===== src/pll_frequency_word_calc_unit_defines.svh =====
// assertion macros shared by the frequency word calculator
`ifndef PLL_FREQUENCY_WORD_CALC_UNIT_DEFINES_SVH
`define PLL_FREQUENCY_WORD_CALC_UNIT_DEFINES_SVH

`ifndef SYNTHESIS
// same-cycle implication
`define PLLFW_ASSERT_IMP(label, clk, rst, ante, cons) \
  label: assert property (@(posedge clk) disable iff (rst) (ante) |-> (cons)) \
    else $error("pllfw assertion failed");
// next-cycle implication
`define PLLFW_ASSERT_NXT(label, clk, rst, ante, cons) \
  label: assert property (@(posedge clk) disable iff (rst) (ante) |=> (cons)) \
    else $error("pllfw assertion failed");
`else
`define PLLFW_ASSERT_IMP(label, clk, rst, ante, cons)
`define PLLFW_ASSERT_NXT(label, clk, rst, ante, cons)
`endif

`endif


===== src/pllfw_pkg.sv =====
`timescale 1ns / 1ps
package pllfw_pkg;

  localparam int FREQ_W    = 16;
  localparam int PFD_W     = 10;
  localparam int WORD_W    = 32;
  localparam int K_W       = 3;
  localparam int M_W       = 13;
  localparam int V_W       = 17;
  localparam int FRAC_W    = 10;
  localparam int MOD_W     = 10;
  localparam int CFG_IDX_W = 2;

  localparam int DIV_MAX_I = 6;
  localparam int VCO_W     = M_W + DIV_MAX_I;
  localparam int FV_W      = FREQ_W + DIV_MAX_I;
  localparam logic [K_W-1:0] DIV_MAX = K_W'(DIV_MAX_I);

  localparam logic [FREQ_W-1:0] FREQ_MIN = 16'd350;
  localparam logic [FREQ_W-1:0] FREQ_MAX = 16'd44000;
  localparam logic [VCO_W-1:0]  VCO_MIN  = VCO_W'(2200);
  localparam logic [VCO_W-1:0]  VCO_MAX  = VCO_W'(4400);

  // f / 10 as (f * 52429) >> 19, exact over 16 bits
  localparam logic [FREQ_W-1:0] DIV10_MUL = 16'd52429;
  localparam int DIV10_SH = 19;
  // x / 5 as (x * 13108) >> 16, exact over 10 bits
  localparam int DIV5_MUL_W = 14;
  localparam logic [DIV5_MUL_W-1:0] DIV5_MUL = 14'd13108;
  localparam int DIV5_SH = 16;
  localparam int Q5_W = FRAC_W + DIV5_MUL_W - DIV5_SH;

  localparam logic [PFD_W-1:0] FRAC_SCALE = 10'd1000;
  localparam logic [MOD_W-1:0] MOD_START  = 10'd1000;

  localparam logic [PFD_W-1:0]  PFD_RESET    = 10'd250;
  localparam logic [WORD_W-1:0] R1_RESET     = 32'd32769;
  localparam logic [WORD_W-1:0] R4_RESET     = 32'd9207868;
  localparam logic [WORD_W-1:0] RF_OFF_RESET = 32'd9207836;

  localparam int MOD_SH  = 3;
  localparam int INT_SH  = 15;
  localparam int FRAC_SH = 3;
  localparam int K_SH    = 20;

  // divider pipeline: restoring steps per register stage
  localparam int SPS         = 4;
  localparam int INT_STAGES  = (V_W + SPS - 1) / SPS;
  localparam int FRAC_STAGES = (FRAC_W + SPS - 1) / SPS;
  localparam int DIV_STAGES  = INT_STAGES + 1 + FRAC_STAGES;

  // modulus reduction: factor-of-five steps, then one power-of-two stage, then words
  localparam int FIVE_STEPS  = 3;
  localparam int PACK_STAGES = FIVE_STEPS + 2;

  typedef enum logic [CFG_IDX_W-1:0] {
    CFG_PFD,
    CFG_R1_BASE,
    CFG_R4_ON,
    CFG_RF_OFF
  } cfg_idx_t;

  typedef enum logic [1:0] {
    BEAT_RF_OFF,
    BEAT_R1,
    BEAT_R0,
    BEAT_R4
  } beat_t;

  typedef struct packed {
    logic [K_W-1:0] k;
    logic [V_W-1:0] v;
  } vco_item_t;

  typedef struct packed {
    logic [K_W-1:0]    k;
    logic [V_W-1:0]    int_w;
    logic [FRAC_W-1:0] frac;
  } div_item_t;

  typedef struct packed {
    logic [WORD_W-1:0] w1;
    logic [WORD_W-1:0] w0;
    logic [WORD_W-1:0] w4;
  } word_set_t;

endpackage


===== src/pllfw_prep.sv =====
`timescale 1ns / 1ps
module pllfw_prep (
  input  logic                          clk,
  input  logic                          rst,
  input  logic                          in_valid,
  output logic                          in_ready,
  input  logic [pllfw_pkg::FREQ_W-1:0]  in_freq,
  output logic                          out_valid,
  input  logic                          out_ready,
  output pllfw_pkg::vco_item_t          out_data
);
  import pllfw_pkg::*;

  logic a_vld, b_vld;
  logic a_load, b_load;
  logic [FREQ_W-1:0] f_clamp;
  logic [2*FREQ_W-1:0] m_prod;
  logic [FREQ_W-1:0] a_freq;
  logic [M_W-1:0] a_mhz;
  logic [DIV_MAX_I:0] fit;
  logic [K_W-1:0] k_sel;
  logic [FV_W-1:0] v_wide;
  vco_item_t b_next, b_data;

  assign b_load   = !b_vld || out_ready;
  assign a_load   = !a_vld || b_load;
  assign in_ready = a_load;

  // clamp, then integer MHz by reciprocal multiply
  always_comb begin
    f_clamp = in_freq;
    if (in_freq < FREQ_MIN) begin
      f_clamp = FREQ_MIN;
    end else if (in_freq > FREQ_MAX) begin
      f_clamp = FREQ_MAX;
    end
    m_prod = f_clamp * DIV10_MUL;
  end

  // smallest divider that lands the vco in band
  always_comb begin
    logic [VCO_W-1:0] vco;
    vco = '0;
    for (int i = 0; i <= DIV_MAX_I; i++) begin
      vco = VCO_W'(a_mhz) << i;
      fit[i] = (vco >= VCO_MIN) && (vco <= VCO_MAX);
    end
    k_sel = DIV_MAX;
    for (int i = DIV_MAX_I; i >= 0; i--) begin
      if (fit[i]) k_sel = K_W'(i);
    end
    v_wide = FV_W'(a_freq) << k_sel;
    b_next.k = k_sel;
    b_next.v = v_wide[V_W-1:0];
  end

  always_ff @(posedge clk) begin
    if (rst) begin
      a_vld <= 1'b0;
      b_vld <= 1'b0;
    end else begin
      if (a_load) a_vld <= in_valid;
      if (b_load) b_vld <= a_vld;
    end
  end

  always_ff @(posedge clk) begin
    if (a_load) begin
      a_freq <= f_clamp;
      a_mhz  <= m_prod[DIV10_SH +: M_W];
    end
    if (b_load) b_data <= b_next;
  end

  assign out_valid = b_vld;
  assign out_data  = b_data;

endmodule


===== src/pllfw_div.sv =====
`timescale 1ns / 1ps
module pllfw_div (
  input  logic                         clk,
  input  logic                         rst,
  input  logic [pllfw_pkg::PFD_W-1:0]  pfd,
  input  logic                         in_valid,
  output logic                         in_ready,
  input  pllfw_pkg::vco_item_t         in_data,
  output logic                         out_valid,
  input  logic                         out_ready,
  output pllfw_pkg::div_item_t         out_data
);
  import pllfw_pkg::*;

  typedef struct packed {
    logic [K_W-1:0]   k;
    logic [V_W-1:0]   int_w;
    logic [PFD_W-1:0] rem;
    logic [V_W-1:0]   acc;
  } div_stage_t;

  // one restoring step: returns {quotient bit, new remainder}
  function automatic logic [PFD_W:0] div_step(input logic [PFD_W-1:0] rem,
                                               input logic bit_in,
                                               input logic [PFD_W-1:0] divisor);
    logic [PFD_W:0] trial;
    logic [PFD_W:0] diff;
    trial = {rem, bit_in};
    diff  = trial - {1'b0, divisor};
    if (trial >= {1'b0, divisor}) begin
      div_step = {1'b1, diff[PFD_W-1:0]};
    end else begin
      div_step = {1'b0, trial[PFD_W-1:0]};
    end
  endfunction

  div_stage_t src [DIV_STAGES];
  div_stage_t nxt [DIV_STAGES];
  div_stage_t st  [DIV_STAGES];
  logic [DIV_STAGES-1:0] vld;
  logic [DIV_STAGES:0]   rdy;

  assign rdy[DIV_STAGES] = out_ready;
  assign in_ready = rdy[0];
  assign src[0] = '{k: in_data.k, int_w: '0, rem: '0, acc: in_data.v};

  for (genvar s = 0; s < DIV_STAGES; s++) begin : g_stage
    assign rdy[s] = !vld[s] || rdy[s+1];

    if (s > 0) begin : g_link
      assign src[s] = st[s-1];
    end

    if (s < INT_STAGES) begin : g_int
      // quotient bits of v / pfd, msb first
      always_comb begin
        logic [PFD_W:0] r;
        r = '0;
        nxt[s] = src[s];
        for (int t = 0; t < SPS; t++) begin
          if (s * SPS + t < V_W) begin
            r = div_step(nxt[s].rem, nxt[s].acc[V_W-1], pfd);
            nxt[s].rem = r[PFD_W-1:0];
            nxt[s].acc = {nxt[s].acc[V_W-2:0], r[PFD_W]};
          end
        end
      end
    end else if (s == INT_STAGES) begin : g_scale
      // remainder times 1000; top part is already below pfd
      always_comb begin
        logic [2*PFD_W-1:0] prod;
        prod = src[s].rem * FRAC_SCALE;
        nxt[s] = src[s];
        nxt[s].int_w = src[s].acc;
        nxt[s].rem   = prod[FRAC_W +: PFD_W];
        nxt[s].acc   = V_W'(prod[FRAC_W-1:0]);
      end
    end else begin : g_frac
      always_comb begin
        logic [PFD_W:0] r;
        r = '0;
        nxt[s] = src[s];
        for (int t = 0; t < SPS; t++) begin
          if ((s - INT_STAGES - 1) * SPS + t < FRAC_W) begin
            r = div_step(nxt[s].rem, nxt[s].acc[FRAC_W-1], pfd);
            nxt[s].rem = r[PFD_W-1:0];
            nxt[s].acc[FRAC_W-1:0] = {nxt[s].acc[FRAC_W-2:0], r[PFD_W]};
          end
        end
      end
    end

    always_ff @(posedge clk) begin
      if (rdy[s]) st[s] <= nxt[s];
    end
  end

  always_ff @(posedge clk) begin
    if (rst) begin
      vld <= '0;
    end else begin
      if (rdy[0]) vld[0] <= in_valid;
      for (int s = 1; s < DIV_STAGES; s++) begin
        if (rdy[s]) vld[s] <= vld[s-1];
      end
    end
  end

  assign out_valid      = vld[DIV_STAGES-1];
  assign out_data.k     = st[DIV_STAGES-1].k;
  assign out_data.int_w = st[DIV_STAGES-1].int_w;
  assign out_data.frac  = st[DIV_STAGES-1].acc[FRAC_W-1:0];

endmodule


===== src/pllfw_pack.sv =====
`timescale 1ns / 1ps
module pllfw_pack (
  input  logic                          clk,
  input  logic                          rst,
  input  logic [pllfw_pkg::WORD_W-1:0]  r1_base,
  input  logic [pllfw_pkg::WORD_W-1:0]  r4_on,
  input  logic                          in_valid,
  output logic                          in_ready,
  input  pllfw_pkg::div_item_t          in_data,
  output logic                          out_valid,
  input  logic                          out_ready,
  output pllfw_pkg::word_set_t          out_data
);
  import pllfw_pkg::*;

  typedef struct packed {
    logic [K_W-1:0]    k;
    logic [V_W-1:0]    int_w;
    logic [FRAC_W-1:0] x;
    logic [1:0]        c5;
  } five_stage_t;

  typedef struct packed {
    logic [K_W-1:0]    k;
    logic [V_W-1:0]    int_w;
    logic [FRAC_W-1:0] frac;
    logic [MOD_W-1:0]  modw;
  } red_stage_t;

  five_stage_t f_src [FIVE_STEPS];
  five_stage_t f_nxt [FIVE_STEPS];
  five_stage_t f_st  [FIVE_STEPS];
  red_stage_t  t_nxt, t_st;
  word_set_t   w_nxt, w_st;
  logic [MOD_W-1:0] mod5;
  logic [1:0] tz;
  logic [PACK_STAGES-1:0] vld;
  logic [PACK_STAGES:0]   rdy;

  assign rdy[PACK_STAGES] = out_ready;
  for (genvar s = 0; s < PACK_STAGES; s++) begin : g_rdy
    assign rdy[s] = !vld[s] || rdy[s+1];
  end
  assign in_ready = rdy[0];

  assign f_src[0] = '{k: in_data.k, int_w: in_data.int_w, x: in_data.frac, c5: '0};

  // one factor of five per stage while frac allows it
  for (genvar s = 0; s < FIVE_STEPS; s++) begin : g_five
    if (s > 0) begin : g_link
      assign f_src[s] = f_st[s-1];
    end

    always_comb begin
      logic [FRAC_W+DIV5_MUL_W-1:0] prod;
      logic [FRAC_W-1:0] q;
      logic [FRAC_W-1:0] q5;
      prod = f_src[s].x * DIV5_MUL;
      q    = FRAC_W'(prod[DIV5_SH +: Q5_W]);
      q5   = (q << 2) + q;
      f_nxt[s] = f_src[s];
      if (q5 == f_src[s].x) begin
        f_nxt[s].x  = q;
        f_nxt[s].c5 = f_src[s].c5 + 2'd1;
      end
    end

    always_ff @(posedge clk) begin
      if (rdy[s]) f_st[s] <= f_nxt[s];
    end
  end

  // modulus after the fives, then up to three factors of two
  always_comb begin
    case (f_st[FIVE_STEPS-1].c5)
      2'd0:    mod5 = MOD_START;
      2'd1:    mod5 = MOD_START / 5;
      2'd2:    mod5 = MOD_START / 25;
      2'd3:    mod5 = MOD_START / 125;
      default: mod5 = MOD_START;
    endcase
    if (f_st[FIVE_STEPS-1].x[0]) begin
      tz = 2'd0;
    end else if (f_st[FIVE_STEPS-1].x[1]) begin
      tz = 2'd1;
    end else if (f_st[FIVE_STEPS-1].x[2]) begin
      tz = 2'd2;
    end else begin
      tz = 2'd3;
    end
    t_nxt.k     = f_st[FIVE_STEPS-1].k;
    t_nxt.int_w = f_st[FIVE_STEPS-1].int_w;
    t_nxt.frac  = f_st[FIVE_STEPS-1].x >> tz;
    t_nxt.modw  = mod5 >> tz;
  end

  always_comb begin
    w_nxt.w1 = r1_base + (WORD_W'(t_st.modw) << MOD_SH);
    w_nxt.w0 = (WORD_W'(t_st.int_w) << INT_SH) + (WORD_W'(t_st.frac) << FRAC_SH);
    w_nxt.w4 = r4_on + (WORD_W'(t_st.k) << K_SH);
  end

  always_ff @(posedge clk) begin
    if (rdy[FIVE_STEPS]) t_st <= t_nxt;
    if (rdy[FIVE_STEPS+1]) w_st <= w_nxt;
  end

  always_ff @(posedge clk) begin
    if (rst) begin
      vld <= '0;
    end else begin
      if (rdy[0]) vld[0] <= in_valid;
      for (int s = 1; s < PACK_STAGES; s++) begin
        if (rdy[s]) vld[s] <= vld[s-1];
      end
    end
  end

  assign out_valid = vld[PACK_STAGES-1];
  assign out_data  = w_st;

endmodule


===== src/pllfw_ser.sv =====
`timescale 1ns / 1ps
`include "pll_frequency_word_calc_unit_defines.svh"
module pllfw_ser (
  input  logic                          clk,
  input  logic                          rst,
  input  logic [pllfw_pkg::WORD_W-1:0]  rf_off_word,
  input  logic                          in_valid,
  output logic                          in_ready,
  input  pllfw_pkg::word_set_t          in_data,
  output logic                          out_valid,
  input  logic                          out_ready,
  output logic [pllfw_pkg::WORD_W-1:0]  out_word,
  output logic                          out_last
);
  import pllfw_pkg::*;

  logic full;
  beat_t beat;
  word_set_t words;

  assign in_ready = !full || (out_ready && beat == BEAT_R4);

  always_ff @(posedge clk) begin
    if (rst) begin
      full <= 1'b0;
      beat <= BEAT_RF_OFF;
    end else if (in_valid && in_ready) begin
      full <= 1'b1;
      beat <= BEAT_RF_OFF;
    end else if (full && out_ready) begin
      if (beat == BEAT_R4) begin
        full <= 1'b0;
        beat <= BEAT_RF_OFF;
      end else begin
        beat <= beat_t'(beat + 2'd1);
      end
    end
  end

  always_ff @(posedge clk) begin
    if (in_valid && in_ready) words <= in_data;
  end

  always_comb begin
    case (beat)
      BEAT_RF_OFF: out_word = rf_off_word;
      BEAT_R1:     out_word = words.w1;
      BEAT_R0:     out_word = words.w0;
      BEAT_R4:     out_word = words.w4;
      default:     out_word = rf_off_word;
    endcase
  end

  assign out_valid = full;
  assign out_last  = (beat == BEAT_R4);

  `PLLFW_ASSERT_NXT(a_stall_holds_beat, clk, rst, full && !out_ready, full && $stable(beat))
  `PLLFW_ASSERT_IMP(a_load_when_free, clk, rst, in_valid && in_ready, !full || (out_ready && beat == BEAT_R4))
  `PLLFW_ASSERT_NXT(a_last_wraps, clk, rst, full && out_ready && beat == BEAT_R4, beat == BEAT_RF_OFF)

endmodule


===== src/pll_frequency_word_calc_unit.sv =====
`timescale 1ns / 1ps
// frequency word calculator for a fractional-n synthesizer
// s_axis: one transfer per request, tdata[15:0] = wanted frequency in 0.1 MHz
// m_axis: four transfers per request, in order: rf-off word, register 1 word
//   (base + modulus), register 0 word (int and frac), register 4 word (base +
//   divider select); tlast marks the fourth word
// cfg port: cfg_we / cfg_index / cfg_wdata write pfd, r1 base, r4 base and the
//   rf-off word; write only while no request is in flight
// pipeline: a request passes 2 prep stages, 9 divider stages, 5 packing stages and the
//   output register before its first word is valid on m_axis
// throughput: a new request every cycle enters the pipeline while it is not stalled; the
//   sustained rate is set by the four words leaving on one output channel
// reset: clears all valid bits and loads the register defaults (pfd 25.0 MHz)
// stall: m_axis_tready low freezes the current word; the pipeline keeps filling
//   behind it and then drops s_axis_tready, nothing is lost or repeated
module pll_frequency_word_calc_unit (
  input  logic                              clk,
  input  logic                              rst,
  input  logic                              s_axis_tvalid,
  output logic                              s_axis_tready,
  input  logic [pllfw_pkg::FREQ_W-1:0]      s_axis_tdata,   // [15:0] freq_tenths
  output logic                              m_axis_tvalid,
  input  logic                              m_axis_tready,
  output logic [pllfw_pkg::WORD_W-1:0]      m_axis_tdata,   // [31:0] reg_word
  output logic                              m_axis_tlast,
  input  logic                              cfg_we,
  input  logic [pllfw_pkg::CFG_IDX_W-1:0]   cfg_index,
  input  logic [pllfw_pkg::WORD_W-1:0]      cfg_wdata
);
  import pllfw_pkg::*;

  // config registers; pfd is kept already forced nonzero
  logic [PFD_W-1:0]  pfd_eff;
  logic [WORD_W-1:0] r1_base;
  logic [WORD_W-1:0] r4_on;
  logic [WORD_W-1:0] rf_off_word;

  // stream links between the pipeline sections
  logic      prep_valid, prep_ready;
  vco_item_t prep_data;
  logic      div_valid, div_ready;
  div_item_t div_data;
  logic      pack_valid, pack_ready;
  word_set_t pack_data;

  always_ff @(posedge clk) begin
    if (rst) begin
      pfd_eff     <= PFD_RESET;
      r1_base     <= R1_RESET;
      r4_on       <= R4_RESET;
      rf_off_word <= RF_OFF_RESET;
    end else if (cfg_we) begin
      case (cfg_idx_t'(cfg_index))
        CFG_PFD: begin
          // a zero reference is taken as one tenth of a MHz
          if (cfg_wdata[PFD_W-1:0] == '0) begin
            pfd_eff <= PFD_W'(1);
          end else begin
            pfd_eff <= cfg_wdata[PFD_W-1:0];
          end
        end
        CFG_R1_BASE: r1_base     <= cfg_wdata;
        CFG_R4_ON:   r4_on       <= cfg_wdata;
        CFG_RF_OFF:  rf_off_word <= cfg_wdata;
        default: ;
      endcase
    end
  end

  // clamp, integer MHz, divider select, v = f << k
  pllfw_prep u_prep (
    .clk       (clk),
    .rst       (rst),
    .in_valid  (s_axis_tvalid),
    .in_ready  (s_axis_tready),
    .in_freq   (s_axis_tdata),
    .out_valid (prep_valid),
    .out_ready (prep_ready),
    .out_data  (prep_data)
  );

  // INT = v / pfd, FRAC = (rem * 1000) / pfd, a few restoring steps per stage
  pllfw_div u_div (
    .clk       (clk),
    .rst       (rst),
    .pfd       (pfd_eff),
    .in_valid  (prep_valid),
    .in_ready  (prep_ready),
    .in_data   (prep_data),
    .out_valid (div_valid),
    .out_ready (div_ready),
    .out_data  (div_data)
  );

  // reduce FRAC / MOD and build the register words
  pllfw_pack u_pack (
    .clk       (clk),
    .rst       (rst),
    .r1_base   (r1_base),
    .r4_on     (r4_on),
    .in_valid  (div_valid),
    .in_ready  (div_ready),
    .in_data   (div_data),
    .out_valid (pack_valid),
    .out_ready (pack_ready),
    .out_data  (pack_data)
  );

  // four-word output sequencer with its own holding register
  pllfw_ser u_ser (
    .clk         (clk),
    .rst         (rst),
    .rf_off_word (rf_off_word),
    .in_valid    (pack_valid),
    .in_ready    (pack_ready),
    .in_data     (pack_data),
    .out_valid   (m_axis_tvalid),
    .out_ready   (m_axis_tready),
    .out_word    (m_axis_tdata),
    .out_last    (m_axis_tlast)
  );

endmodule


===== config.mk =====
export PLATFORM = sky130hd
export DESIGN_NAME = pll_frequency_word_calc_unit
export DESIGN_NICKNAME = d
export VERILOG_FILES = /design/src/pllfw_pkg.sv /design/src/pllfw_prep.sv /design/src/pllfw_div.sv /design/src/pllfw_pack.sv /design/src/pllfw_ser.sv /design/src/pll_frequency_word_calc_unit.sv
export VERILOG_INCLUDE_DIRS = /design/src /design/src/src
export SDC_FILE = /design/constraint.sdc
export NUM_CORES = 2
export LEC_CHECK = 0
export BUFFER_PORTS_ARGS = -buffer_cell sky130_fd_sc_hd__buf_2
export CAP_MARGIN = 15
export CORE_ASPECT_RATIO = 0.6
export CORE_MARGIN = 5
export CORE_UTILIZATION = 60
export DETAILED_ROUTE_END_ITERATION = 10
export PLACE_DENSITY = 0.89
export SYNTH_ARGS = -nofsm -noshare
export SYNTH_HDL_FRONTEND = slang
export SYNTH_SLANG_ARGS = --single-unit

===== constraint.sdc =====
create_clock -name clk -period 24.6 [get_ports clk]
set_input_delay 4.92 -clock clk [delete_from_list [all_inputs] [get_ports clk]]
set_output_delay 4.92 -clock clk [all_outputs]
set_load 0.01 [all_outputs]

# == After elaboration in Yosys (flattened, before gate mapping) ==
# Memories as Yosys holds them, arrays and structs flattened.
# Cells that the tools add are included.
# op_classes
n_mux,72
n_shift,3
magnitude_cmp,41
mul,5
n_eq_ne,12
n_reduce_logical,55
add_sub_neg,36
# op_table
cell,n
$mux W11,27
$ge A11 B10 Y1,26
$sub A10 B10 Y10,26
$pmux W32 S4,1
$mul A10 B12 Y22 const B,3
$add A32 B13 Y32,2
$pmux W10 S4,1
$mux W12,3
$add A32 B23 Y32,1
$mul A16 B16 Y32 const B,1
$mux W16,2
$add A10 B8 Y10,3
$eq A10 B10 Y1,3
$mux W1,28
$shr A10 B2 Y10,2
$ge A18 B12 Y1 const B,1
$le A18 B13 Y1 const B,1
$ge A17 B12 Y1 const B,1
$le A17 B13 Y1 const B,1
$logic_not A1 Y1,17
$logic_or A1 B1 Y1,17
$mul A10 B7 Y17 const B,1
$shl A16 B3 Y17,1
$ge A16 B12 Y1 const B,1
23 further kinds,54
# word_totals
mem_count,2
inputBits,55
regBits,406
output_inout_bits,35
ramBits,519
# memory_table
memory,depth,width,read_ports,rd_ports_with_merged_regs,wr,line,source
u_div.st,9,47,9,0,9,pllfw_div.sv:39,div_stage_t st [DIV_STAGES];
u_pack.f_st,3,32,3,0,3,pllfw_pack.sv:32,five_stage_t f_st [FIVE_STEPS];

# == Longest topological paths before layout ==
# depth
depth_word,19
ltp_mapped,46
depth_no_buf,42

# == Cells and area by module ==
# Synthesis repeated with hierarchy kept, for this count alone.
# hier_totals
cells_unflattened,5003
area_unflattened_um2,55225.5
# modules_own_cells
mod,area_per_inst_um2,n_inst,cells_per_inst,seq_area_each_um2
pllfw_div,24289.5,1,2298,8948.6
pllfw_pack,15763.9,1,1269,6886.6
pllfw_prep,7409.6,1,751,1511.4
pllfw_ser,3947.5,1,226,2942.8
pll_frequency_word_calc_unit,3814.9,1,459,2122.0

# == Worst setup path before layout ==
# Ideal clock, no wire load.
# synth_timing
path_kind,input port to output port
startpoint,input port m_axis_tready
endpoint,output port s_axis_tready
stages,10
path_buffers,0
arrival_ns,9.151
slack_ns,10.529
path_cell_list,a21boi_1 -> and2_1 -> inv_1 -> nor3_2 -> and3_1 -> and3_1 -> and3_1 -> and2_1 -> and4_1 -> nand3_1
# synth_via
elab_chain_len,18
# synth_rtl
item,line,source
"start, declared",pll_frequency_word_calc_unit.sv:23,"input logic m_axis_tready,"
$logic_and A1 B1 Y1,pllfw_ser.sv:21,assign in_ready = !full || (out_ready && beat == BEAT_R4);
$logic_or A1 B1 Y1,pllfw_ser.sv:21,
$logic_or A1 B1 Y1,pllfw_pack.sv:42,assign rdy[s] = !vld[s] || rdy[s+1];
via u_pack.rdy[4],pllfw_pack.sv:38,logic [PACK_STAGES:0] rdy;
$logic_or A1 B1 Y1 (4 in series),pllfw_pack.sv:42,
$logic_or A1 B1 Y1 (9 in series),pllfw_div.sv:48,assign rdy[s] = !vld[s] || rdy[s+1];
$logic_or A1 B1 Y1,pllfw_prep.sv:25,assign b_load = !b_vld || out_ready;
$logic_or A1 B1 Y1,pllfw_prep.sv:26,assign a_load = !a_vld || b_load;
"end, declared",pll_frequency_word_calc_unit.sv:20,"output logic s_axis_tready,"
# The timed path passes the listed nets, and every way through them passes these cells.

# == Worst setup path after layout ==
# Ends and elaborated chain as after synthesis.

==> results.py <==
metrics = {
    "sta": {
        "rsz0062_at_grt": "false",
        "final.setup.worst_slack_ps": 11090,
        "setup-violations-final": 0,
        "tightestPinTransition_ps": 1100,
        "finalSetupTns_ps": 0,
        "layout_min_cycle_time_ps": 13510,
        "skew_ps": 33.2,
        "hold_ws_ps": 402,
        "hold_viol_final": 0,
        "relSlewSlack_pct": 26.6,
        "fin_crit_sh_pct": 54.9,
        "slew_violations": 0,
        "fmaxAchievable_ghz": 0.0740,
    },
    "synth": {
        "synth.distinct_cells": 110,
        "synth-seq-cells": 783,
        "synth_top_flop_cell": "edfxtp_1",
        "synth_nets": 5750,
        "synth.largest_area_cell": "edfxtp_1",
        "syn_inst": 4826,
        "synth_top_area_share_pct": 36.7,
        "ys_async_sr_fraction_pct": 0,
        "yosys_warnings": 0,
        "yosysSeqAreaShare_pct": 41.4,
        "syn_area_per_cell_sq_um": 11.1,
        "synthTopCellsByArea": "edfxtp_1 (37%), ha_1 (15%), fa_1 (8.2%)",
        "netlist_area_sq_mm": 0.0538,
        "synth_edf_count": 658,
    },
    "cells_and_area": {
        "design_area_sq_mm": 0.0581,
        "final_nets": 5860,
        "drive_gt1_share_pct": 8.87,
        "syn_to_final_growth_pct": 8.13,
    },
    "global_routing": {
        "grt_pass1_wl_um": 215000,
        "gr-total-overflow": 0,
        "grt.total_usage_pct": 28.0,
        "grt_max_degree": 77,
        "antenna_found_initial": 3,
        "grt_pass1_vias": 39100,
    },
    "route": {
        "routedWlPerCell_um": 22.0,
        "ant_nets": 0,
        "drt_first_pass_iters": 8,
        "dr_total_vias": 39000,
        "routed_via_density": 6.31,
        "drc": 0,
        "wl_um": 136000,
        "drtIter0Drc": 4752,
    },
    "status": {
        "outcome": "completed",
    },
    "clocking": {
        "cts.hold.buffers_added": 0,
        "post_cts_buffers": 0,
        "cts.path.max_buffers": 3,
        "cts_root_buf": "clkbuf_16",
        "cts_inserted_buffers": 72,
        "clk_pin_slew_worst_paths_ps": 60,
        "htreeDepth": 3,
        "worstSkewPairLatency_ps": 680,
        "clock_sinks": 783,
        "cts_tree": "yes",
        "cts_resized": 0,
    },
    "die": {
        "placementRows": 85,
        "die_w_um": 396,
        "die_area_sq_mm": 0.0959,
        "coreArea_sq_mm": 0.0893,
        "io_pins": 90,
        "floorplan.initialDensity_pct": 60.2,
        "fp.dieH_um": 242,
    },
    "worst_setup_path": {
        "crit_arrival_ps": 8590,
        "path_cells": "buf_2 > a21boi_1 > and2_1 > clkinv_2 > nor3_2 > and3_1 > and3_1 > and3_1 > and2_1 > and4_1 > nand3_1 > buf_4 > buf_2",
        "cp_top_family": "simple AND/OR/NAND/NOR gates",
        "worst_ep_required_time_ps": 19680,
        "cp_max_fo": 31,
        "slowest_stage": "nor3_2",
        "crit_path_frequent_cell": "and3_1",
        "cp_slowest_stage_delay_ps": 500,
        "path_class": "in -> out",
        "cp-start-kind": "input pin",
        "r2r_slack_ps": 12040,
        "worst-path-buf-inv": 4,
        "end_kind": "output port",
    },
    "min_path": {
        "worstHoldPathType": "reg -> reg",
    },
    "placement": {
        "dpl_worst_slack_ps": 11240,
        "io_buffers": 89,
        "place_area_sq_mm": 0.0557,
        "dp_hpwl_um": 97100,
        "place.gp.congestion": 0.986,
    },
    "run": {
        "maxCapViolations": 0,
    },
}
kinds of logic after synthesis:
logic type,synth area share [%]
muxes,4.95
DFF,41.4
and+or+nand+nor,9.60
buffers and inverters,4.50
xor gates and xnor gates,4.84
AOI/OAI and AO/OA,11.4
adders and majority gates,23.3
worst paths after layout:
check | end | cells after the start | from
setup / recovery | s_axis_tready | 13 | m_axis_tready
hold / removal | u_pack.f_st[0][89] | 0 | u_pack.f_st[0][57]
setup reg to reg | u_div.st[0][118] | 40 | pfd_eff[8]
hold reg to reg | u_pack.f_st[0][89] | 0 | u_pack.f_st[0][57]
placed cells by master (no fill, tap or decap), drive strengths merged, types with 26 or more instances in the layout:
cell type and count:
a211oi 30, a21o 101, a21oi 278, a222oi 27, and3 30, buf 135, clkbuf 92, clkinv 27
dfxtp 125, edfxtp 658, fa 219, ha 650, inv 541, mux2 152, mux2i 91, nand2 370
nand2b 41, nand3 49, nand4 56, nor2 275, nor2b 75, nor3 66, o21a 44, o21ai 184
or2 26, xnor2 203, xor2 94
area by class of cell:
type	instances	area [sq um]
Clock inverter	42	484
Sequential cell	783	22300
Clock buffer	92	1990
Tap cell	1174	1470
Timing Repair Buffer	135	793
Multi-Input combinational cell	3410	29100
Antenna cell	3	7.51
Fill cell	6237	31200
Inverter	534	2010
registers in the layout (all words and copies together), names as in the netlist, 16 cells and up:
name and count:
u_pack.out_data 91, r1_base 32, u_pack.f_st 95, u_prep.a_freq 16
u_div.st 292, r4_on 32, u_pack.t_st 40, u_ser.words 91
rf_off_word 32, u_prep.out_data 20
layer usage:
layer	vias up	track usage (%)	share of wire, %
li1	17600	-	-
met1	18700	39.8	41
met2	2355	41.9	43
met3	407	7.87	12
met4	2	9.15	3.5
met5	-	0	0.011
cells in the mapped netlist (48+ instances only):
library cell    n
nor2b_1        75
nor2_1        273
xnor2_1       203
ha_1          650
inv_1         527
nand4_1        56
a21oi_1       275
mux2i_1        91
dfxtp_1       125
o21ai_0       154
clkbuf_1       78
nor3_1         62
a21o_1        101
nand3_1        48
edfxtp_1      658
mux2_2        111
xor2_1         94
nand2_1       369
fa_1          219
metrics by stage:
| step | std cells | utilization, % |
|---|---|---|
| after CTS | 6170 | 65.1 |
| after global routing | 6171 | 65.1 |
| after global placement | 6036 | 62.3 |
| final | 6173 | 65.1 |
| after floorplan | 4826 | - |
| after detailed placement | 6036 | 62.3 |
Power is not shown: default switching activity piles up to over one toggle a cycle in this logic, so the estimate is an artifact.
